--- src/hdl/fsd_pkg.sv ---
// ----------------------------------------------------------------------------
// fsd_pkg
// Shared types and constants for the 1 bpp error-diffusion dither.
// ----------------------------------------------------------------------------
package fsd_pkg;

    localparam int DEF_MAX_WIDTH     = 1024;
    localparam int DEF_FRACTION_BITS = 4;

    localparam int PIXEL_W     = 8;
    localparam int THRESH_W    = 8;
    localparam int IMG_W_W     = 11;
    localparam int IMG_H_W     = 16;
    localparam int CFG_DATA_W  = 16;
    localparam int CFG_INDEX_W = 2;

    localparam logic [THRESH_W-1:0] THRESH_RESET = 8'd128;
    localparam logic [IMG_W_W-1:0]  WIDTH_RESET  = 11'd1024;
    localparam logic [IMG_H_W-1:0]  HEIGHT_RESET = 16'd1;

    // weights are in sixteenths whatever the fraction width
    localparam int WEIGHT_SHIFT = 4;

    localparam int OUT_FIFO_DEPTH = 4;
    localparam int OUT_FIFO_AW    = 2;
    localparam int OUT_FIFO_CW    = 3;

    typedef enum logic [CFG_INDEX_W-1:0] {
        REG_THRESHOLD    = 2'd0,
        REG_IMAGE_WIDTH  = 2'd1,
        REG_IMAGE_HEIGHT = 2'd2
    } cfg_reg_t;

    // position flags handed from the front end to the diffusion stage
    typedef struct packed {
        logic restart;    // row cut short by a width change: drop carries
        logic row_zero;   // first row, line buffer reads as zero
        logic last_x;     // last pixel of the row
        logic has_below;  // a row follows within the image
    } fsd_pos_flags_t;

    typedef struct packed {
        logic [7:0] packed_byte;
        logic       last_in_row;
        logic       last_in_image;
    } fsd_out_item_t;

endpackage

--- src/hdl/fsd_out_fifo.sv ---
// ----------------------------------------------------------------------------
// fsd_out_fifo
// Small result queue between the quantise stage and the output channel.
// ----------------------------------------------------------------------------
module fsd_out_fifo (
    input  logic                              aclk,
    input  logic                              aresetn,
    input  logic                              push,
    input  fsd_pkg::fsd_out_item_t            push_item,
    input  logic                              pop,
    output logic                              not_empty,
    output fsd_pkg::fsd_out_item_t            head_item,
    output logic [fsd_pkg::OUT_FIFO_CW-1:0]   count
);
    import fsd_pkg::*;

    fsd_out_item_t             slot_reg [0:OUT_FIFO_DEPTH-1];
    logic [OUT_FIFO_AW-1:0]    wr_ptr_reg, wr_ptr_next;
    logic [OUT_FIFO_AW-1:0]    rd_ptr_reg, rd_ptr_next;
    logic [OUT_FIFO_CW-1:0]    count_reg, count_next;
    logic                      do_pop;

    always_comb begin
        do_pop      = pop && (count_reg != '0);
        wr_ptr_next = push   ? wr_ptr_reg + OUT_FIFO_AW'(1) : wr_ptr_reg;
        rd_ptr_next = do_pop ? rd_ptr_reg + OUT_FIFO_AW'(1) : rd_ptr_reg;
        count_next  = count_reg + OUT_FIFO_CW'(push) - OUT_FIFO_CW'(do_pop);
    end

    always_ff @(posedge aclk) begin
        if (!aresetn) begin
            wr_ptr_reg <= '0;
            rd_ptr_reg <= '0;
            count_reg  <= '0;
        end else begin
            wr_ptr_reg <= wr_ptr_next;
            rd_ptr_reg <= rd_ptr_next;
            count_reg  <= count_next;
        end
    end

    always_ff @(posedge aclk) begin
        if (push) begin
            slot_reg[wr_ptr_reg] <= push_item;
        end
    end

    assign not_empty = (count_reg != '0);
    assign head_item = slot_reg[rd_ptr_reg];
    assign count     = count_reg;

endmodule

--- config.mk ---
export PLATFORM = sky130hd
export DESIGN_NAME = fsd_out_fifo
export DESIGN_NICKNAME = d
export VERILOG_FILES = /design/src/hdl/fsd_pkg.sv /design/src/hdl/fsd_out_fifo.sv
export SDC_FILE = /design/constraint.sdc
export NUM_CORES = 1
export LEC_CHECK = 0
export ABC_CLOCK_PERIOD_IN_PS = 2300
export BUFFER_PORTS_ARGS = -buffer_cell sky130_fd_sc_hd__buf_2
export CORE_MARGIN = 3
export CORE_UTILIZATION = 41
export CTS_BUF_LIST = sky130_fd_sc_hd__clkbuf_8 sky130_fd_sc_hd__clkbuf_16
export DETAILED_ROUTE_END_ITERATION = 12
export GPL_TIMING_DRIVEN = 0
export PLACE_DENSITY = 0.72
export SYNTH_ARGS = -nofsm -noshare
export SYNTH_HDL_FRONTEND = slang
export SYNTH_SLANG_ARGS = --single-unit
export TNS_END_PERCENT = 50
--- constraint.sdc ---
create_clock -name aclk -period 2.3 [get_ports aclk]
set_input_delay 0.46 -clock aclk [delete_from_list [all_inputs] [get_ports aclk]]
set_output_delay 0.46 -clock aclk [all_outputs]
set_load 0.02 [all_outputs]
==> results.toml <==
[run_status]
status = "finished, final reports clean"

[global_routing]
grt_max_degree = 15
antenna_found_initial = 0
grt_pass1_wl_um = 4730
grt-ovfl-total = 0
grt_pass1_vias = 1002
track_usage_pct = 12.1

[floorplanning]
core_area_mm2 = 0.00441
fp.dieArea_mm2 = 0.00552
die_h_um = 74.3
die_w_um = 74.3
initial_core_util_pct = 43.3
ioPinCount = 28
num_rows = 24

[cts]
cts_sinks = 49
cts_resized = 0
tritoncts = "yes"
clkTransAtPathRegs_ns = 0.08
postCtsHoldBufs = 0
cts_max_path_buffers = 2
post-cts-setup-buffers = 0
clk_latency_ns = 0.29
numCtsBuffers = 5
cts-root-buf = "clkbuf_8"
h-tree-depth = 2

[sta]
hold_viol = 0
skew_ns = 0.00439
max-slew-margin-rel_pct = 63.6
finalSetupViolations = 0
period_needed_ns = 2.08
finalSetupTns_ns = 0
max_freq_mhz = 481
worst_pin_slew_ns = 0.547
final_max_slew_viol_count = 0
rsz0062_at_grt = "false"
period_share_pct = 90.5

[worst_hold_path]
min_delay_path_depth = 1
min_from = "push_item[7]"
hold_path_class = "input port to flip-flop"
min_to = "slot_reg[0][7]"

[pwr]
switching_power_mw = 0.626
leakagePower_nw = 0.824
p_sw_share_pct = 27.7
power.share.clock_pct = 25.8
seqPwrFrac_pct = 48.1
p_comb_share_pct = 26.0
powerDensity_mw_per_mm2 = 1020
internal-power_mw = 1.63
vdd_drop_max_uv = 651

[worst_setup_path]
timing.critical_path.cells = "o31a_1 -> ha_1 -> inv_1 -> ha_1 -> fa_1 -> xnor3_1 -> and2_1"
crit_start = "count[1]"
r2r_start = "count[1]"
cpMostUsedCell = "ha_1"
r2r-end = "count[2]"
cp_top_family = "adder cells"
critical_path.slowest_cell = "dfxtp_1"
cp-end-kind = "flip-flop"
cp.required_ns = 2.49
cp_max_fo = 6
start_kind = "flip-flop"
worst-path-buf-inv = 1
cp.arrival_ns = 2.27
critical_path_class = "flip-flop to flip-flop"
cpPeakStageDelay_ns = 0.37
rr_worst_depth = 7
r2r_slack_ns = 0.22

[drt]
wl_um = 3080
vias = 907
drc = 0
drt_iter0_drc = 24
antenna_left = 0
wl_per_cell_um = 16.8
viasPerCell = 4.96
drtPass1Iterations = 4

[synthesis]
synth_compound_area_share_pct = 0.916
synthXorXnorAreaFrac_pct = 1.64
synth_area_leaders = "edfxtp_1, mux4_2, dfxtp_1"
yosys.cell_types.count = 18
ys_async_sr_fraction_pct = 0
synth_fa_ha_area_share_pct = 4.97
synth_area_mm2 = 0.00191
synth_top_area_share_pct = 62.8
synth_edf_count = 40
syn_avg_cell_area_um2 = 19.9
ys_warn_count = 0
synth_seq_cells = 49
synth_fp_nets = 117
synth_cells = 96
synthSimpleGateAreaFrac_pct = 4.32
synthFlopType = "edfxtp_1"
yosysTopAreaCell = "edfxtp_1"
muxShareOfSynthArea_pct = 13.9
seq_area_frac_synth_pct = 72.3
synth_top_family_by_area = "multiplexers"

[finish]
area_growth_pct = 16.0
nNetsFinal = 151
largest_reg_flops = 40
antenna_cells = 0
drive_gt1_share_pct = 34.4
final_cell_area_mm2 = 0.00222
layout_commonest_cell = "edfxtp_1"
final_cell_mix = "edfxtp_1, buf_2, mux4_2, dfxtp_1, and2_1"

[placed_design]
place_area_mm2 = 0.00211
gp_congestion = 0.717
hpwl_um = 2110
numPortBuffers = 27

[run]
maxCapViolations = 0
[per-stage QoR]
step	worst slack (ns)	total power, mW	utilization (%)	hold WS, ns	instances
6_report	0.219	2.26	50.3	0.382	183
4_1_cts	0.207	2.29	50.3	0.375	183
3_5_place_dp	0.227	1.71	47.8	0.475	175
2_1_floorplan	0.272	1.53	-	0.449	96
3_3_place_gp	0.296	1.67	47.8	0.468	175
5_1_grt	0.138	2.37	50.3	0.373	183
[synth_stat cells, types with 2 or more instances]
library cell	n
dfxtp_1	9
ha_1	6
nand2_1	2
nand2b_1	2
and2_1	8
inv_1	6
edfxtp_1	40
mux2i_1	4
mux4_2	10
[layer usage]
layer,wire length (um),track usage [%]
met1,1260,13.9
met5,0,0
met4,4,4.15
met2,1640,21.7
met3,174,3.24
[power groups by stage]
stage,Clock [mW],Sequential (mW),Combinational (mW)
3_3_place_gp,0,1.10,0.576
6_report,0.584,1.09,0.588
2_1_floorplan,0,1.12,0.410
4_1_cts,0.597,1.09,0.601
5_1_grt,0.623,1.10,0.649
3_5_place_dp,0,1.11,0.600
[worst reg2reg max path, delay by kind of cell (launching register included)]
kind	cells	cell delay (ns)
buffers and inverters	1	0.05
xor gates and xnor gates	1	0.18
AOI/OAI and AO/OA	1	0.37
adders and majority gates	3	0.84
DFF	1	0.37
and+or+nand+nor	1	0.16
[cells by family (layout without fill, tap and decap cells)]
family | Yosys count | in the layout
adder cells (fa/ha/maj) | 7 | 7
flip-flops | 49 | 49
AND/OR/NAND/NOR | 14 | 14
AO/OA/AOI/OAI | 2 | 2
XOR/XNOR | 2 | 2
multiplexers | 14 | 14
buffers and inverters | 8 | 43
[final cells by class]
type,instances,area (um2)
well taps,52,65.1
flip-flops and latches,49,1380
clock buffers,5,68.8
fillers,387,2200
clock inverters,3,37.5
inverters,6,22.5
repair buffers,27,135
multi-input cells,39,492
plain buffers,2,16.3
[worst max-delay path by stage]
stage | end | slack, ns | cells past startpoint
finish | count[2] | 0.22 | 7
CTS | count[2] | 0.21 | 7
global placement | count[2] | 0.30 | 8
floorplan | count[2] | 0.27 | 7
global route | count[2] | 0.14 | 7
detailed placement | count[2] | 0.23 | 7
Note: power is estimated with default switching activity, not from simulation.
