**config.mk**
```make
export PLATFORM = sky130hd
export DESIGN_NAME = fsd_diffuse
export DESIGN_NICKNAME = d
export VERILOG_FILES = /design/src/hdl/fsd_pkg.sv /design/src/hdl/fsd_diffuse.sv
export SDC_FILE = /design/constraint.sdc
export NUM_CORES = 1
export LEC_CHECK = 0
export BUFFER_PORTS_ARGS = -buffer_cell sky130_fd_sc_hd__buf_2
export CORE_MARGIN = 8
export CORE_UTILIZATION = 55
export CTS_CLUSTER_SIZE = 16
export DETAILED_ROUTE_END_ITERATION = 10
export GPL_TIMING_DRIVEN = 0
export PLACE_DENSITY_LB_ADDON = 0.25
export SETUP_SLACK_MARGIN = 0.05
export SYNTH_ARGS = -nofsm -noshare
export SYNTH_HDL_FRONTEND = slang
export SYNTH_SLANG_ARGS = --single-unit
```
**constraint.sdc**
```tcl
create_clock -name aclk -period 12.2 [get_ports aclk]
set_input_delay 1.22 -clock aclk [delete_from_list [all_inputs] [get_ports aclk]]
set_output_delay 1.22 -clock aclk [all_outputs]
set_load 0.01 [all_outputs]
```
**src/hdl/fsd_pkg.sv**
```systemverilog
// ----------------------------------------------------------------------------
// fsd_pkg
// Shared types and constants for the 1 bpp error-diffusion dither.
// ----------------------------------------------------------------------------
package fsd_pkg;

    localparam int DEF_MAX_WIDTH     = 1024;
    localparam int DEF_FRACTION_BITS = 4;

    localparam int PIXEL_W     = 8;
    localparam int THRESH_W    = 8;
    localparam int IMG_W_W     = 11;
    localparam int IMG_H_W     = 16;
    localparam int CFG_DATA_W  = 16;
    localparam int CFG_INDEX_W = 2;

    localparam logic [THRESH_W-1:0] THRESH_RESET = 8'd128;
    localparam logic [IMG_W_W-1:0]  WIDTH_RESET  = 11'd1024;
    localparam logic [IMG_H_W-1:0]  HEIGHT_RESET = 16'd1;

    // weights are in sixteenths whatever the fraction width
    localparam int WEIGHT_SHIFT = 4;

    localparam int OUT_FIFO_DEPTH = 4;
    localparam int OUT_FIFO_AW    = 2;
    localparam int OUT_FIFO_CW    = 3;

    typedef enum logic [CFG_INDEX_W-1:0] {
        REG_THRESHOLD    = 2'd0,
        REG_IMAGE_WIDTH  = 2'd1,
        REG_IMAGE_HEIGHT = 2'd2
    } cfg_reg_t;

    // position flags handed from the front end to the diffusion stage
    typedef struct packed {
        logic restart;    // row cut short by a width change: drop carries
        logic row_zero;   // first row, line buffer reads as zero
        logic last_x;     // last pixel of the row
        logic has_below;  // a row follows within the image
    } fsd_pos_flags_t;

    typedef struct packed {
        logic [7:0] packed_byte;
        logic       last_in_row;
        logic       last_in_image;
    } fsd_out_item_t;

endpackage

```
**src/hdl/fsd_diffuse.sv**
```systemverilog
// ----------------------------------------------------------------------------
// fsd_diffuse
// Quantise stage: adds diffused error, thresholds, spreads the new error and
// packs the output bits.
// ----------------------------------------------------------------------------
module fsd_diffuse #(
    parameter int MAX_WIDTH     = fsd_pkg::DEF_MAX_WIDTH,
    parameter int FRACTION_BITS = fsd_pkg::DEF_FRACTION_BITS
) (
    input  logic                                   aclk,
    input  logic                                   aresetn,
    input  logic [fsd_pkg::THRESH_W-1:0]           threshold,
    input  logic                                   in_valid,
    input  logic [fsd_pkg::PIXEL_W-1:0]            in_pixel,
    input  logic [$clog2(MAX_WIDTH)-1:0]           in_x,
    input  fsd_pkg::fsd_pos_flags_t                in_flags,
    input  logic signed [FRACTION_BITS+8:0]        rd_data,
    output logic                                   busy,
    output logic                                   wr_a_en,
    output logic [$clog2(MAX_WIDTH)-1:0]           wr_a_addr,
    output logic signed [FRACTION_BITS+8:0]        wr_a_data,
    output logic                                   wr_b_en,
    output logic [$clog2(MAX_WIDTH)-1:0]           wr_b_addr,
    output logic signed [FRACTION_BITS+8:0]        wr_b_data,
    output logic                                   out_push,
    output fsd_pkg::fsd_out_item_t                 out_item
);
    import fsd_pkg::*;

    localparam int XW    = $clog2(MAX_WIDTH);
    localparam int ERR_W = FRACTION_BITS + 9;
    localparam int W     = FRACTION_BITS + 14;
    localparam int LIMIT = (1 << (FRACTION_BITS + 8)) - 1;
    localparam int WHITE = 255 << FRACTION_BITS;

    localparam logic signed [W-1:0] LIM_POS   = W'(LIMIT);
    localparam logic signed [W-1:0] LIM_NEG   = -W'(LIMIT);
    localparam logic signed [W-1:0] LEVEL_MAX = W'(WHITE);

    function automatic logic signed [ERR_W-1:0] clamp_err(input logic signed [W-1:0] v);
        logic signed [W-1:0] r;
        if (v > LIM_POS) begin
            r = LIM_POS;
        end else if (v < LIM_NEG) begin
            r = LIM_NEG;
        end else begin
            r = v;
        end
        return ERR_W'(r);
    endfunction

    logic                    s1_valid_reg;
    logic [PIXEL_W-1:0]      s1_pixel_reg;
    logic [XW-1:0]           s1_x_reg;
    fsd_pos_flags_t          s1_flags_reg;

    logic signed [ERR_W-1:0] carry_reg, carry_next;
    logic signed [ERR_W-1:0] pbl_reg, pbl_next;
    logic signed [ERR_W-1:0] pb_reg, pb_next;
    logic [7:0]              bits_reg, bits_next;

    logic signed [ERR_W-1:0] carry_cur, pbl_cur, pb_cur, above, work, pbl_new, pb_new;
    logic [7:0]              bits_cur, bits_new;
    logic signed [W-1:0]     pix_fx, thr_fx, sum, work_w, err;
    logic signed [W-1:0]     p7, p5, p3, sh7, sh5, sh3, sh1;
    logic                    white, emit;

    always_comb begin
        carry_cur = s1_flags_reg.restart ? '0 : carry_reg;
        pbl_cur   = s1_flags_reg.restart ? '0 : pbl_reg;
        pb_cur    = s1_flags_reg.restart ? '0 : pb_reg;
        bits_cur  = s1_flags_reg.restart ? '0 : bits_reg;
        above     = s1_flags_reg.row_zero ? '0 : rd_data;

        pix_fx = $signed(W'({s1_pixel_reg, {FRACTION_BITS{1'b0}}}));
        thr_fx = $signed(W'({threshold, {FRACTION_BITS{1'b0}}}));
        sum    = pix_fx + W'(carry_cur) + W'(above);
        work   = clamp_err(sum);
        work_w = W'(work);
        white  = work_w >= thr_fx;
        err    = work_w - (white ? LEVEL_MAX : W'(0));

        // shares in sixteenths, floor by arithmetic shift
        p7  = (err <<< 3) - err;
        p5  = (err <<< 2) + err;
        p3  = (err <<< 1) + err;
        sh7 = p7 >>> WEIGHT_SHIFT;
        sh5 = p5 >>> WEIGHT_SHIFT;
        sh3 = p3 >>> WEIGHT_SHIFT;
        sh1 = err >>> WEIGHT_SHIFT;

        pbl_new = clamp_err(W'(pb_cur) + sh5);
        pb_new  = s1_flags_reg.last_x ? '0 : clamp_err(sh1);

        bits_new = bits_cur | (white ? 8'h00 : (8'h80 >> s1_x_reg[2:0]));
        emit     = (s1_x_reg[2:0] == 3'd7) || s1_flags_reg.last_x;

        wr_a_en   = s1_valid_reg && s1_flags_reg.has_below && (s1_x_reg != '0);
        wr_a_addr = s1_x_reg - XW'(1);
        wr_a_data = clamp_err(W'(pbl_cur) + sh3);
        wr_b_en   = s1_valid_reg && s1_flags_reg.has_below && s1_flags_reg.last_x;
        wr_b_addr = s1_x_reg;
        wr_b_data = pbl_new;

        out_push               = s1_valid_reg && emit;
        out_item.packed_byte   = bits_new;
        out_item.last_in_row   = s1_flags_reg.last_x;
        out_item.last_in_image = s1_flags_reg.last_x && !s1_flags_reg.has_below;

        carry_next = carry_reg;
        pbl_next   = pbl_reg;
        pb_next    = pb_reg;
        bits_next  = bits_reg;
        if (s1_valid_reg) begin
            carry_next = s1_flags_reg.last_x ? '0 : clamp_err(sh7);
            pbl_next   = s1_flags_reg.has_below ? pbl_new : pbl_cur;
            pb_next    = s1_flags_reg.has_below ? pb_new : pb_cur;
            bits_next  = emit ? 8'h00 : bits_new;
            if (s1_flags_reg.last_x) begin
                pbl_next = '0;
                pb_next  = '0;
            end
        end
    end

    assign busy = s1_valid_reg;

    always_ff @(posedge aclk) begin
        if (!aresetn) begin
            s1_valid_reg <= 1'b0;
            carry_reg    <= '0;
            pbl_reg      <= '0;
            pb_reg       <= '0;
            bits_reg     <= '0;
        end else begin
            s1_valid_reg <= in_valid;
            carry_reg    <= carry_next;
            pbl_reg      <= pbl_next;
            pb_reg       <= pb_next;
            bits_reg     <= bits_next;
        end
    end

    always_ff @(posedge aclk) begin
        if (in_valid) begin
            s1_pixel_reg <= in_pixel;
            s1_x_reg     <= in_x;
            s1_flags_reg <= in_flags;
        end
    end

endmodule

```
==> metrics.md <==
| Metric | Value |
|---|---|
| Post-synth EDFFs | 22 |
| Ant. Diodes | 0 |
| DRC | 0 |
| CP Max Fanout | 8 |
| Slew Limit Fails | 0 |
| Die area | 0.0186 mm2 |
| Grt total ovfl | 0 |
| WL/cell | 16.9 um |
| Number of global-route vias before repair | 7341 |
| Mean Syn Cell Area | 8.07 um2 |
| FF+latch area | 0.00162 mm2 |
| Critical path class | primary input to output pin |
| Post-synth ARST share | 0% |
| Min Tclk post-route | 11.85 ns |
| Crit share post-route | 97.1% |
| Synth Register Bits | 70 |
| Register area share after synthesis | 20.3% |
| Drt pass-1 iters | 5 |
| Arrival time worst endpoint | 10.63 ns |
| Final setup margin | 0.354 ns |
| Chip height | 136 um |
| Share of cells above drive strength 1 | 19.4% |
| Yosys warnings | 0 |
| Fill count | 1235 |
| CTS Buf Count | 9 |
| Critical Path Start | rd_data[1] |
| Fmax achieved | 84.4 MHz |
| Clock Sinks | 70 |
| Top-area cell type share of the netlist area | 16.3% |
| CP max stage cell | fa_1 |
| Worst path required time | 10.98 ns |
| Chip width | 136 um |
| Via count | 7723 |
| Multi-input gate area | 0.00623 mm2 |
| CP dominant cell by count | ha_1 |
| Clk pin slew, worst setup/hold paths | 0.06 ns |
| Worst slew margin | 36.7% |
| Distinct cell type count after synthesis | 81 |
| Status | complete, no violations |
| Met3 WL post-DR | 1340 um |
| Top cells by area, synth | ha_1 (16%), dfxtp_1 (12%), edfxtp_1 (8.3%) |
| IO Port Bufs | 105 |
| Slew of the pin with the lowest slew margin | 0.941 ns |
| DR WL met2 | 10300 um |
| Largest net degree at the start of global routing | 24 |
| Initial antenna violation count | 0 |
| Initial cell density of the core | 55.6% |
| Dpl ws | -1.50 ns |
| Startpoint types | primary input |
| DR vias/cell | 5.85 |
| Min-Delay Path Class | flip-flop to flip-flop |
| Core area | 0.0144 mm2 |
| Largest area contributor in the netlist | ha_1 |
| Final setup violation count | 0 |
| DR iter-0 viols | 531 |
| Layout Nets | 1293 |
| Drt total wl | 22300 um |
| Row count | 44 |
| Wire length on met1 | 10100 um |
| Setup TNS | 0 ns |
| Most frequently used flop master after synthesis | dfxtp_1 |
| Clk_lat worst skew | 0.34 ns |
| Post-Syn Instances | 989 |
| Crit-path max cell delay | 0.39 ns |
| Area Growth Syn to Fin | 19.6% |
| RSZ-0062 raised after global routing | yes |
| Skew final | 0.00602 ns |
| Max cap viols | 0 |
| Top Metal Used | met4 |
| Final Util | 66.5% |
| IO Pins | 106 |
| First-pass GRT wire length | 35400 um |
| Hold path start | carry_reg[7] |
| Worst Setup End Kind | output pin |
| Post-DP HPWL | 16900 um |
| Placer Congestion | 0.969 |
| Post-Syn Area | 0.00799 mm2 |
| Root buffer cell | clkbuf_16 |
| Antenna viol nets, final | 0 |
| GR Util All Layers | 23.4% |
| CTS tree | done |
| Clk buf depth | 2 |
| Htree depth | 3 |
| Hold Buf Count CTS | 0 |
| Post-synthesis net count | 1151 |
| FF-to-FF Start | s1_flags_reg[3] |
| Final hold vios | 0 |
## Yosys cell counts (6+ instances only)
master    instances
a211oi_1          9
a21boi_0          9
a21o_1           16
a21oi_1          68
a221o_1           6
a22o_1           16
a31oi_1           6
a32o_1           10
and2_1           15
and3_1           14
clkbuf_1         22
dfxtp_1          48
edfxtp_1         22
fa_1             12
ha_1            104
inv_1            76
mux2i_1           7
nand2_1          69
nand2b_1         18
nand3_1          16
nor2_1           69
nor2b_1          69
nor3_1           17
o21a_1           10
o21ai_0          59
o21bai_1         11
o221ai_1          6
or2_2             6
or3_1             9
xnor2_1          33
xor2_1           26
## area by class of cell
class                           instances  share of cell area, %
Clock buffer                            9                   2.36
Clock inverter                          7                   1.02
Sequential cell                        70                   17.0
Buffer                                 25                   1.17
Inverter                               77                   3.10
Timing Repair Buffer                  134                   7.78
Multi-Input combinational cell        814                   65.2
Tap cell                              184                   2.41
## repair_timing
action,in CTS,in global routing
setup endpoints to repair,38,26
hold endpoints to repair,0,0
setup buffers,3,26
gates resized for setup,22,45
pin swaps,3,15
## metrics by stage
step | hold slack [ns] | instances | area, um2
final | 0.431 | 1320 | 9550
after global routing | 0.464 | 1320 | 9550
after CTS | 0.436 | 1295 | 9190
after detailed placement | 0.425 | 1278 | 8740
after global placement | 0.420 | 1278 | 8740
after floorplan | 0.408 | 989 | 7990
## worst max-delay path: cells and delay by family
kind | cells | cell delay, ns
compound gates | 17 | 3.30
simple gates | 18 | 2.65
xor+xnor | 2 | 0.40
buf+inv | 7 | 1.00
fa+ha+maj | 7 | 2.00
## cell families after synthesis
group                      count (synthesis)  share of synthesized area, %
AOI/OAI and AO/OA                        287                          24.7
muxes                                      8                          1.02
buffers and inverters                    105                          5.03
DFF                                       70                          20.3
xor gates and xnor gates                  59                          6.47
and+or+nand+nor                          340                          22.7
adders and majority gates                120                          19.8
## cells in the final DEF, fill, tap and decap left out, types with 15 or more instances in the layout
master / n
buf_2: 109
ha_1: 102
inv_1: 73
nor2b_1: 69
nor2_1: 66
nand2_1: 65
a21oi_1: 60
o21ai_0: 52
dfxtp_1: 48
xnor2_1: 31
buf_4: 30
edfxtp_1: 22
xor2_1: 20
nand2b_1: 18
a21o_1: 16
nand3_1: 16
nor3_1: 16
clkbuf_1: 15
and2_1: 15
a22o_1: 15
## metal layers
metal  track usage, %  up-vias
met5                0        -
met4             8.05        0
met3             4.30       39
met2             38.7      234
met1             29.9     3581
li1                 -     3869
## final timing paths
kind / depth (start not counted) / slack, ns / to
setup / recovery: 51 / 0.35 / wr_b_data[0]
hold reg to reg: 2 / 0.43 / carry_reg[7]
hold / removal: 2 / 0.43 / carry_reg[7]
setup reg to reg: 54 / 1.67 / pbl_reg[2]
Power is not shown: default switching activity piles up to over one toggle a cycle in this logic, so the estimate is an artifact.
