<file path="config.mk">
export PLATFORM = sky130hd
export DESIGN_NAME = fsd_pos
export DESIGN_NICKNAME = d
export VERILOG_FILES = /design/src/hdl/fsd_pkg.sv /design/src/hdl/fsd_pos.sv
export SDC_FILE = /design/constraint.sdc
export NUM_CORES = 1
export LEC_CHECK = 0
export ABC_AREA = 1
export BUFFER_PORTS_ARGS = -buffer_cell sky130_fd_sc_hd__buf_4
export CORE_ASPECT_RATIO = 0.5
export CORE_MARGIN = 3
export CORE_UTILIZATION = 53
export DETAILED_ROUTE_END_ITERATION = 16
export PLACE_DENSITY = 0.75
export SYNTH_ARGS = -nofsm -noshare
export SYNTH_HDL_FRONTEND = slang
export SYNTH_SLANG_ARGS = --single-unit
</file>
<file path="constraint.sdc">
create_clock -name aclk -period 9.9 [get_ports aclk]
set_clock_uncertainty 0.1 [all_clocks]
set_input_delay 1.485 -clock aclk [delete_from_list [all_inputs] [get_ports aclk]]
set_output_delay 1.485 -clock aclk [all_outputs]
set_load 0.02 [all_outputs]
</file>
<file path="src/hdl/fsd_pkg.sv">
// ----------------------------------------------------------------------------
// fsd_pkg
// Shared types and constants for the 1 bpp error-diffusion dither.
// ----------------------------------------------------------------------------
package fsd_pkg;

    localparam int DEF_MAX_WIDTH     = 1024;
    localparam int DEF_FRACTION_BITS = 4;

    localparam int PIXEL_W     = 8;
    localparam int THRESH_W    = 8;
    localparam int IMG_W_W     = 11;
    localparam int IMG_H_W     = 16;
    localparam int CFG_DATA_W  = 16;
    localparam int CFG_INDEX_W = 2;

    localparam logic [THRESH_W-1:0] THRESH_RESET = 8'd128;
    localparam logic [IMG_W_W-1:0]  WIDTH_RESET  = 11'd1024;
    localparam logic [IMG_H_W-1:0]  HEIGHT_RESET = 16'd1;

    // weights are in sixteenths whatever the fraction width
    localparam int WEIGHT_SHIFT = 4;

    localparam int OUT_FIFO_DEPTH = 4;
    localparam int OUT_FIFO_AW    = 2;
    localparam int OUT_FIFO_CW    = 3;

    typedef enum logic [CFG_INDEX_W-1:0] {
        REG_THRESHOLD    = 2'd0,
        REG_IMAGE_WIDTH  = 2'd1,
        REG_IMAGE_HEIGHT = 2'd2
    } cfg_reg_t;

    // position flags handed from the front end to the diffusion stage
    typedef struct packed {
        logic restart;    // row cut short by a width change: drop carries
        logic row_zero;   // first row, line buffer reads as zero
        logic last_x;     // last pixel of the row
        logic has_below;  // a row follows within the image
    } fsd_pos_flags_t;

    typedef struct packed {
        logic [7:0] packed_byte;
        logic       last_in_row;
        logic       last_in_image;
    } fsd_out_item_t;

endpackage

</file>
<file path="src/hdl/fsd_pos.sv">
// ----------------------------------------------------------------------------
// fsd_pos
// Raster position tracker: column and row of the next pixel, edge flags.
// ----------------------------------------------------------------------------
module fsd_pos #(
    parameter int MAX_WIDTH = fsd_pkg::DEF_MAX_WIDTH
) (
    input  logic                                aclk,
    input  logic                                aresetn,
    input  logic [fsd_pkg::IMG_W_W-1:0]         image_width,
    input  logic [fsd_pkg::IMG_H_W-1:0]         image_height,
    input  logic                                advance,
    output logic [$clog2(MAX_WIDTH)-1:0]        x,
    output fsd_pkg::fsd_pos_flags_t             flags
);
    import fsd_pkg::*;

    localparam int XW = $clog2(MAX_WIDTH);
    localparam int CW = (XW + 1 > IMG_W_W) ? XW + 1 : IMG_W_W;
    localparam int RW = IMG_H_W + 1;

    logic [XW-1:0]      column_reg, column_next;
    logic [IMG_H_W-1:0] row_reg, row_next;

    logic [CW-1:0]      w_cfg, w_eff, x_inc;
    logic [RW-1:0]      h_eff, row_inc, row_sel, row_cur_inc;
    logic [IMG_H_W-1:0] row_cur;
    logic               restart, last_x, has_below;

    always_comb begin
        w_cfg = CW'(image_width);
        if (w_cfg == '0) begin
            w_eff = CW'(1);
        end else if (w_cfg > CW'(MAX_WIDTH)) begin
            w_eff = CW'(MAX_WIDTH);
        end else begin
            w_eff = w_cfg;
        end
        h_eff = (image_height == '0) ? RW'(1) : RW'(image_height);

        // column past a narrowed row: start a new row
        restart = CW'(column_reg) >= w_eff;
        row_inc = RW'(row_reg) + RW'(1);
        row_sel = restart ? row_inc : RW'(row_reg);
        row_cur = (row_sel >= h_eff) ? '0 : row_sel[IMG_H_W-1:0];

        x           = restart ? '0 : column_reg;
        x_inc       = CW'(x) + CW'(1);
        last_x      = x_inc >= w_eff;
        row_cur_inc = RW'(row_cur) + RW'(1);
        has_below   = row_cur_inc < h_eff;

        flags.restart   = restart;
        flags.row_zero  = (row_cur == '0);
        flags.last_x    = last_x;
        flags.has_below = has_below;

        column_next = column_reg;
        row_next    = row_reg;
        if (advance) begin
            if (last_x) begin
                column_next = '0;
                row_next    = has_below ? row_cur_inc[IMG_H_W-1:0] : '0;
            end else begin
                column_next = x_inc[XW-1:0];
                row_next    = row_cur;
            end
        end
    end

    always_ff @(posedge aclk) begin
        if (!aresetn) begin
            column_reg <= '0;
            row_reg    <= '0;
        end else begin
            column_reg <= column_next;
            row_reg    <= row_next;
        end
    end

endmodule

</file>
==> results of run 1 <==
==> routing by layer <==
| layer | global-route usage [%] | vias up | share of wire (%) |
|---|---|---|---|
| met2 | 42.3 | 223 | 44 |
| met4 | 6.53 | 0 | 1.8 |
| met1 | 38.2 | 2214 | 46 |
| met5 | 0 | - | 0 |
| met3 | 2.81 | 23 | 8.5 |
| li1 | - | 2544 | - |
==> layout by cell type, fill, tap and decap left out, types with 12 or more instances in the layout <==
cell type / instances
sky130_fd_sc_hd__inv_1: 128
sky130_fd_sc_hd__xor2_1: 15
sky130_fd_sc_hd__a21oi_1: 47
sky130_fd_sc_hd__nor3_1: 12
sky130_fd_sc_hd__o21ai_0: 19
sky130_fd_sc_hd__nand3_1: 28
sky130_fd_sc_hd__nand2_1: 186
sky130_fd_sc_hd__nor2_1: 66
sky130_fd_sc_hd__buf_4: 51
sky130_fd_sc_hd__ha_1: 56
sky130_fd_sc_hd__dfxtp_1: 26
sky130_fd_sc_hd__inv_2: 15
sky130_fd_sc_hd__nand4_1: 52
==> through the flow <==
stage               std cells  util, %  power (mW)
finish                    901     62.0       0.405
global placement          892     59.7       0.279
detailed placement        892     59.7       0.281
CTS                       896     61.0       0.400
floorplan                 754        -       0.235
global route              901     62.0       0.432
==> final timing paths <==
path	start	to	slack [ns]	cells after the start
worst max-delay path	image_width[4]	flags[0]	0.50	45
worst min-delay path	column_reg[0]	column_reg[0]	0.37	2
worst max register to register	column_reg[8]	row_reg[3]	3.82	28
worst min register to register	column_reg[0]	column_reg[0]	0.37	2
==> synth_stat cells (5+ instances only) <==
| cell | count |
|---|---|
| sky130_fd_sc_hd__nor2_1 | 66 |
| sky130_fd_sc_hd__buf_6 | 6 |
| sky130_fd_sc_hd__ha_1 | 56 |
| sky130_fd_sc_hd__nand3_2 | 8 |
| sky130_fd_sc_hd__nor3_2 | 5 |
| sky130_fd_sc_hd__nand2_1 | 186 |
| sky130_fd_sc_hd__clkbuf_1 | 6 |
| sky130_fd_sc_hd__nor4_1 | 6 |
| sky130_fd_sc_hd__a21oi_1 | 48 |
| sky130_fd_sc_hd__nand3_1 | 28 |
| sky130_fd_sc_hd__inv_2 | 15 |
| sky130_fd_sc_hd__dfxtp_1 | 26 |
| sky130_fd_sc_hd__buf_4 | 6 |
| sky130_fd_sc_hd__inv_1 | 128 |
| sky130_fd_sc_hd__nand4_1 | 52 |
| sky130_fd_sc_hd__o22ai_1 | 8 |
| sky130_fd_sc_hd__nand2_2 | 11 |
| sky130_fd_sc_hd__nor3_1 | 12 |
| sky130_fd_sc_hd__o21ai_0 | 19 |
| sky130_fd_sc_hd__nand4_2 | 6 |
| sky130_fd_sc_hd__xor2_1 | 15 |
==> cell type report <==
type	count	area (µm²)	share of cell area [%]
clock inverter	1	30.0	0.592
timing repair buffer	51	383	7.55
tap	112	140	2.76
multi-input combinational	561	3370	66.4
sequential	26	520	10.3
inverter	147	553	10.9
clock buffer	3	75.1	1.48
==> power groups by stage <==
stage          registers [mW]  clock network (mW)  logic, mW
6_report                0.114               0.119      0.173
5_1_grt                 0.114               0.125      0.193
3_5_place_dp            0.116                   0      0.165
3_3_place_gp            0.116                   0      0.163
4_1_cts                 0.114               0.120      0.166
2_1_floorplan           0.115                   0      0.120
==> tightest hold or removal path: stages (launching register included) <==
cell and delay (ns):
sky130_fd_sc_hd__dfxtp_1 0.31, sky130_fd_sc_hd__nand2_1 0.06, sky130_fd_sc_hd__a21oi_1 0.06
==> kinds of logic (layout without fill, tap and decap cells) <==
kind of cell	Yosys count	count (layout)
compound gates	87	87
xor+xnor	18	18
fa+ha+maj	56	56
buf+inv	169	202
flops	26	26
simple gates	398	400
==> repair_timing <==
| item | in CTS | in global routing |
|---|---|---|
| resized for setup | 0 | 6 |
| buffers inserted | 0 | 3 |
| endpoints found under the setup margin | 0 | 1 |
==> run_summary.xml, run 1 <==
<?xml version="1.0" encoding="UTF-8"?>
<metrics>
  <group name="power">
    <metric name="internal_power" unit="µW">249</metric>
    <metric name="power.share.clock" unit="%">29.3</metric>
    <metric name="share_comb_of_total_power" unit="%">42.6</metric>
    <metric name="switching_power_share_of_the_total" unit="%">38.5</metric>
    <metric name="leakage" unit="nW">2.74</metric>
    <metric name="p_per_area" unit="nW/µm²">79.9</metric>
    <metric name="net-switching-power" unit="µW">156</metric>
    <metric name="vdd_drop_max" unit="mV">0.0530</metric>
    <metric name="seq_power_share" unit="%">28.1</metric>
  </group>
  <group name="cells_and_area">
    <metric name="design.final.nets" unit="">876</metric>
    <metric name="n_antenna_cell" unit="">0</metric>
    <metric name="layout.filler_cells" unit="">818</metric>
    <metric name="max_reg_flops" unit="">16</metric>
    <metric name="synthToLayoutAreaGrowth" unit="%">11.5</metric>
    <metric name="finalInstanceArea" unit="µm²">5070</metric>
    <metric name="post_route_cells_drive_above_1_share" unit="%">15.2</metric>
  </group>
  <group name="sta">
    <metric name="fin_worst_hold_slack" unit="ns">0.370</metric>
    <metric name="finalSetupTns" unit="ns">0</metric>
    <metric name="hold_viol_final" unit="">0</metric>
    <metric name="grt_setup_unrepaired" unit="">false</metric>
    <metric name="timing.final.ws_setup" unit="ns">0.496</metric>
    <metric name="layout_worst_path_cycle_share" unit="%">95.0</metric>
    <metric name="maxSlewViolCount" unit="">0</metric>
    <metric name="timing.max_slew.rel_slack" unit="%">44.4</metric>
    <metric name="finalSetupViolations" unit="">0</metric>
    <metric name="maxClockFrequency" unit="MHz">106</metric>
    <metric name="worstMarginPinSlew" unit="ns">0.831</metric>
    <metric name="timing.final.crit_period" unit="ns">9.40</metric>
  </group>
  <group name="floorplan">
    <metric name="placement_row_count" unit="">23</metric>
    <metric name="count_of_boundary_i_o_pins" unit="">44</metric>
    <metric name="dieHeight" unit="µm">71.5</metric>
    <metric name="floorplan.die_area" unit="µm²">9800</metric>
    <metric name="initial_utilization" unit="%">55.7</metric>
    <metric name="dieWidth" unit="µm">137</metric>
    <metric name="core_region_area" unit="µm²">8170</metric>
  </group>
  <group name="clocking">
    <metric name="cts_tree" unit="">done</metric>
    <metric name="post_cts_hold_buffer_count" unit="">0</metric>
    <metric name="htree_num_levels" unit="">1</metric>
    <metric name="cts.path.max_buffers" unit="">2</metric>
    <metric name="cts_buffers" unit="">3</metric>
    <metric name="clk_sinks" unit="">26</metric>
    <metric name="clk_root_buffer_cell" unit="">sky130_fd_sc_hd__clkbuf_16</metric>
    <metric name="worst_skew_pair.late_latency" unit="ns">0.26</metric>
    <metric name="clkSlewWorstSetupHoldPaths" unit="ns">0.07</metric>
  </group>
  <group name="drt">
    <metric name="totalWireLength" unit="mm">13.2</metric>
    <metric name="drc" unit="">0</metric>
    <metric name="wire_per_inst" unit="µm">14.6</metric>
    <metric name="via_count_of_the_routed_design" unit="">5004</metric>
    <metric name="dr.first_iter.drc_count" unit="">442</metric>
    <metric name="drt_pass1_iterations" unit="">5</metric>
    <metric name="detail_route.vias_per_cell" unit="">5.55</metric>
    <metric name="detail-route-antenna-nets" unit="">0</metric>
  </group>
  <group name="setup_path">
    <metric name="path_delay_family" unit="">simple AND/OR/NAND/NOR gates</metric>
    <metric name="cp-end-kind" unit="">output pin</metric>
    <metric name="timing.critical_path.required" unit="ns">8.32</metric>
    <metric name="slowest_stage" unit="">sky130_fd_sc_hd__ha_1</metric>
    <metric name="criticalPathCategory" unit="">primary input to output pin</metric>
    <metric name="critical_path_arrival" unit="ns">7.82</metric>
    <metric name="critical-path-max-stage-delay" unit="ns">0.33</metric>
    <metric name="cpMostUsedCell" unit="">sky130_fd_sc_hd__nand2_1</metric>
    <metric name="startpoint_kind_of_the_worst_setup_timing_path" unit="">primary input</metric>
    <metric name="critical_path_buf_inv_count" unit="">9</metric>
    <metric name="path_max_fanout" unit="">17</metric>
  </group>
  <group name="place">
    <metric name="place_hpwl" unit="mm">10.7</metric>
    <metric name="io_buffer_count" unit="">43</metric>
    <metric name="detailed_place.area" unit="µm²">4880</metric>
    <metric name="placement.setup.worst_slack" unit="ns">0.184</metric>
    <metric name="routabilityCongestion" unit="">1.02</metric>
  </group>
  <group name="synthesis">
    <metric name="dominantRegCellSynth" unit="">sky130_fd_sc_hd__dfxtp_1</metric>
    <metric name="async_reset_ff_share" unit="%">0</metric>
    <metric name="synth-xor-area-share" unit="%">3.47</metric>
    <metric name="synth-edff-count" unit="">0</metric>
    <metric name="synth-seq-area-share" unit="%">11.4</metric>
    <metric name="synthesis.instances" unit="">754</metric>
    <metric name="mappedNetlistArea" unit="µm²">4550</metric>
    <metric name="register_bit_total_from_synthesis" unit="">26</metric>
    <metric name="synth-compound-area-share" unit="%">10.5</metric>
    <metric name="yosysUniqueCellTypes" unit="">44</metric>
    <metric name="yosysWarningCount" unit="">0</metric>
    <metric name="synthDominantAreaCellType" unit="">sky130_fd_sc_hd__ha_1</metric>
    <metric name="mappedNetlistNets" unit="">840</metric>
    <metric name="synth_top_area_share" unit="%">15.4</metric>
    <metric name="area_contributors_post_synth" unit="">sky130_fd_sc_hd__ha_1 (15%), sky130_fd_sc_hd__nand2_1 (15%), sky130_fd_sc_hd__dfxtp_1 (11%), sky130_fd_sc_hd__inv_1 (11%), sky130_fd_sc_hd__nand4_1 (7.2%)</metric>
    <metric name="synthesis.area_per_instance" unit="µm²">6.03</metric>
    <metric name="synth.area.mux_share" unit="%">0</metric>
    <metric name="yosys.area_share.simple" unit="%">43.3</metric>
    <metric name="largest_family_of_logic_cells_by_synthesized_area" unit="">simple AND/OR/NAND/NOR gates</metric>
    <metric name="post_synth_fa_ha_maj_area_fraction" unit="%">15.4</metric>
  </group>
  <group name="grt">
    <metric name="wire_length_of_the_first_global_routing_pass" unit="mm">21.3</metric>
    <metric name="grt_start_max_net_pins" unit="">28</metric>
    <metric name="gr-total-overflow" unit="">0</metric>
    <metric name="gr-usage-all-layers" unit="%">26.4</metric>
    <metric name="initial_antenna_violation_count" unit="">0</metric>
    <metric name="grt_pass1_vias" unit="">4471</metric>
  </group>
  <group name="min_path">
    <metric name="worst_hold_path_type" unit="">flip-flop to flip-flop</metric>
  </group>
  <group name="run_status">
    <metric name="run_status" unit="">finished clean</metric>
  </group>
  <group name="run">
    <metric name="drv_cap" unit="">0</metric>
  </group>
</metrics>
Note: power is estimated with default switching activity, not from simulation.
==> run 2: changes to the inputs <==
==> constraint.sdc (replaced) <==
create_clock -name aclk -period 9.9 [get_ports aclk]
set_clock_uncertainty 0.1 [all_clocks]
set_input_delay 0.495 -clock aclk [delete_from_list [all_inputs] [get_ports aclk]]
set_output_delay 0.495 -clock aclk [all_outputs]
set_load 0.02 [all_outputs]
==> run 2 against run 1 <==
  * Via count shrank 1.9%
  * Sequential cell count unchanged
  * Routed wire length decreased by 3.5%
  * Final cell count is 1.1% lower
  * Critical path depth did not move
  * Non-clock buffer count fell by 7
  * Critical path type unchanged
==> run_summary.xml, run 2 (synthesis results as in run 1) <==
<?xml version="1.0" encoding="UTF-8"?>
<metrics>
  <group name="clocking">
    <metric name="clkSlewWorstSetupHoldPaths" unit="ns">0.06</metric>
    <metric name="htree_num_levels" unit="">1</metric>
    <metric name="cts.repair_timing.setup_buffer_count" unit="">0</metric>
    <metric name="cts_tree" unit="">done</metric>
    <metric name="cts.path.max_buffers" unit="">2</metric>
    <metric name="clk_sinks" unit="">26</metric>
    <metric name="clk_root_buffer_cell" unit="">sky130_fd_sc_hd__clkbuf_16</metric>
    <metric name="ctsResizeCount" unit="">0</metric>
    <metric name="cts_buffers" unit="">3</metric>
    <metric name="worst_skew_pair.late_latency" unit="ns">0.26</metric>
    <metric name="post_cts_hold_buffer_count" unit="">0</metric>
  </group>
  <group name="drt">
    <metric name="wire_per_inst" unit="µm">14.3</metric>
    <metric name="detail_route.vias_per_cell" unit="">5.51</metric>
    <metric name="dr.first_iter.drc_count" unit="">414</metric>
    <metric name="via_count_of_the_routed_design" unit="">4907</metric>
    <metric name="drc" unit="">0</metric>
    <metric name="drt_pass1_iterations" unit="">5</metric>
    <metric name="totalWireLength" unit="mm">12.7</metric>
    <metric name="detail-route-antenna-nets" unit="">0</metric>
  </group>
  <group name="cells_and_area">
    <metric name="seqCellArea" unit="µm²">520</metric>
    <metric name="design.final.nets" unit="">867</metric>
    <metric name="post_route_cells_drive_above_1_share" unit="%">14.0</metric>
    <metric name="n_antenna_cell" unit="">0</metric>
    <metric name="layout.filler_cells" unit="">847</metric>
    <metric name="area_of_the_multi_input_gates" unit="µm²">3310</metric>
    <metric name="synthToLayoutAreaGrowth" unit="%">8.25</metric>
    <metric name="max_reg_flops" unit="">16</metric>
    <metric name="mostFrequentLayoutCell" unit="">sky130_fd_sc_hd__nand2_1</metric>
    <metric name="finalInstanceArea" unit="µm²">4920</metric>
    <metric name="final_cells" unit="">891</metric>
    <metric name="mostFrequentLayoutCells" unit="">sky130_fd_sc_hd__nand2_1 (186), sky130_fd_sc_hd__inv_1 (128), sky130_fd_sc_hd__nor2_1 (66)</metric>
    <metric name="post-route-util" unit="%">60.3</metric>
  </group>
  <group name="grt">
    <metric name="gr-usage-all-layers" unit="%">25.6</metric>
    <metric name="grt_pass1_vias" unit="">4418</metric>
    <metric name="use_met1" unit="%">36.4</metric>
    <metric name="gr-usage-met3" unit="%">2.52</metric>
    <metric name="grt_start_max_net_pins" unit="">31</metric>
    <metric name="initial_antenna_violation_count" unit="">0</metric>
    <metric name="wire_length_of_the_first_global_routing_pass" unit="mm">20.6</metric>
    <metric name="grtUsageMet2" unit="%">42.6</metric>
    <metric name="gr-total-overflow" unit="">0</metric>
    <metric name="grt-busiest-layer" unit="">met2</metric>
  </group>
  <group name="floorplan">
    <metric name="dieHeight" unit="µm">71.5</metric>
    <metric name="placement_row_count" unit="">23</metric>
    <metric name="count_of_boundary_i_o_pins" unit="">44</metric>
    <metric name="floorplan.die_area" unit="µm²">9800</metric>
    <metric name="dieWidth" unit="µm">137</metric>
    <metric name="core_region_area" unit="µm²">8170</metric>
    <metric name="initial_utilization" unit="%">55.7</metric>
  </group>
  <group name="place">
    <metric name="io_buffer_count" unit="">43</metric>
    <metric name="routabilityCongestion" unit="">0.996</metric>
    <metric name="place_hpwl" unit="mm">10.6</metric>
    <metric name="post-place-cells" unit="">888</metric>
    <metric name="detailed_place.area" unit="µm²">4850</metric>
  </group>
  <group name="run_status">
    <metric name="run_status" unit="">finished clean</metric>
  </group>
  <group name="sta">
    <metric name="timing.max_slew.rel_slack" unit="%">42.8</metric>
    <metric name="timing.final.crit_period" unit="ns">8.08</metric>
    <metric name="worstMarginPinSlew" unit="ns">0.854</metric>
    <metric name="layout_worst_path_cycle_share" unit="%">81.6</metric>
    <metric name="maxSlewViolCount" unit="">0</metric>
    <metric name="grt_setup_unrepaired" unit="">false</metric>
    <metric name="finalSetupTns" unit="ns">0</metric>
    <metric name="finalSetupViolations" unit="">0</metric>
    <metric name="maxClockFrequency" unit="MHz">124</metric>
    <metric name="hold_viol_final" unit="">0</metric>
  </group>
  <group name="min_path">
    <metric name="worst_hold_path_type" unit="">flip-flop to flip-flop</metric>
  </group>
  <group name="power">
    <metric name="leakage" unit="nW">2.66</metric>
    <metric name="vdd_drop_max" unit="mV">0.0515</metric>
    <metric name="p_per_area" unit="nW/µm²">75.5</metric>
  </group>
  <group name="setup_path">
    <metric name="critical_path_arrival" unit="ns">7.48</metric>
    <metric name="path_max_fanout" unit="">30</metric>
    <metric name="cpMostUsedCell" unit="">sky130_fd_sc_hd__nand2_1</metric>
    <metric name="cp-end-kind" unit="">output pin</metric>
    <metric name="critical-path-max-stage-delay" unit="ns">0.53</metric>
    <metric name="timing.critical_path.required" unit="ns">9.31</metric>
    <metric name="slowest_stage" unit="">sky130_fd_sc_hd__nand4_4</metric>
    <metric name="criticalPathCategory" unit="">primary input to output pin</metric>
    <metric name="startpoint_kind_of_the_worst_setup_timing_path" unit="">primary input</metric>
  </group>
  <group name="run">
    <metric name="drv_cap" unit="">0</metric>
  </group>
</metrics>
-- run 2: cell types whose count changed in the layout (fill, tap and decap cells not counted), sizes merged --
cell    change
nand4       -2
buf         -7
bufinv      -1
-- run 2: worst paths after layout --
path,from,to,slack (ns),cells after the start
worst min register to register,column_reg[0],column_reg[0],0.37,2
worst max-delay path,image_width[0],flags[0],1.82,45
worst min-delay path,column_reg[0],column_reg[0],0.37,2
worst max register to register,column_reg[4],row_reg[3],3.36,39
-- run 2: layout make-up --
class,instances,area share (%)
inverters,147,11.2
multi-input cells,559,67.1
well taps,112,2.85
clock buffers,3,1.52
repair buffers,44,6.71
flip-flops and latches,26,10.6
-- run 2: through the flow --
stage | power (mW) | hold WS [ns] | setup slack, ns
floorplan | 0.235 | 0.345 | 3.44
global placement | 0.278 | 0.353 | 2.08
detailed placement | 0.280 | 0.367 | 1.93
CTS | 0.369 | 0.376 | 1.90
global route | 0.395 | 0.385 | 1.20
finish | 0.372 | 0.375 | 1.82
-- run 2: power breakdown --
part	switching (mW)	total (mW)	internal [mW]
clock	0.0367	0.0904	0.0536
sequential	0.00525	0.114	0.109
combinational	0.109	0.167	0.0578
-- run 2: critical path, delay by kind of cell --
kind,cells,cell delay [ns]
simple gates,28,3.90
fa+ha+maj,4,1.11
xor+xnor,1,0.23
compound gates,4,0.61
buf+inv,8,1.12
-- run 2: layer usage --
| metal | up-vias | wire length, µm |
|---|---|---|
| li1 | 2520 | - |
| met4 | 0 | 186 |
| met2 | 189 | 5510 |
| met5 | - | 0 |
| met3 | 21 | 992 |
| met1 | 2177 | 6030 |
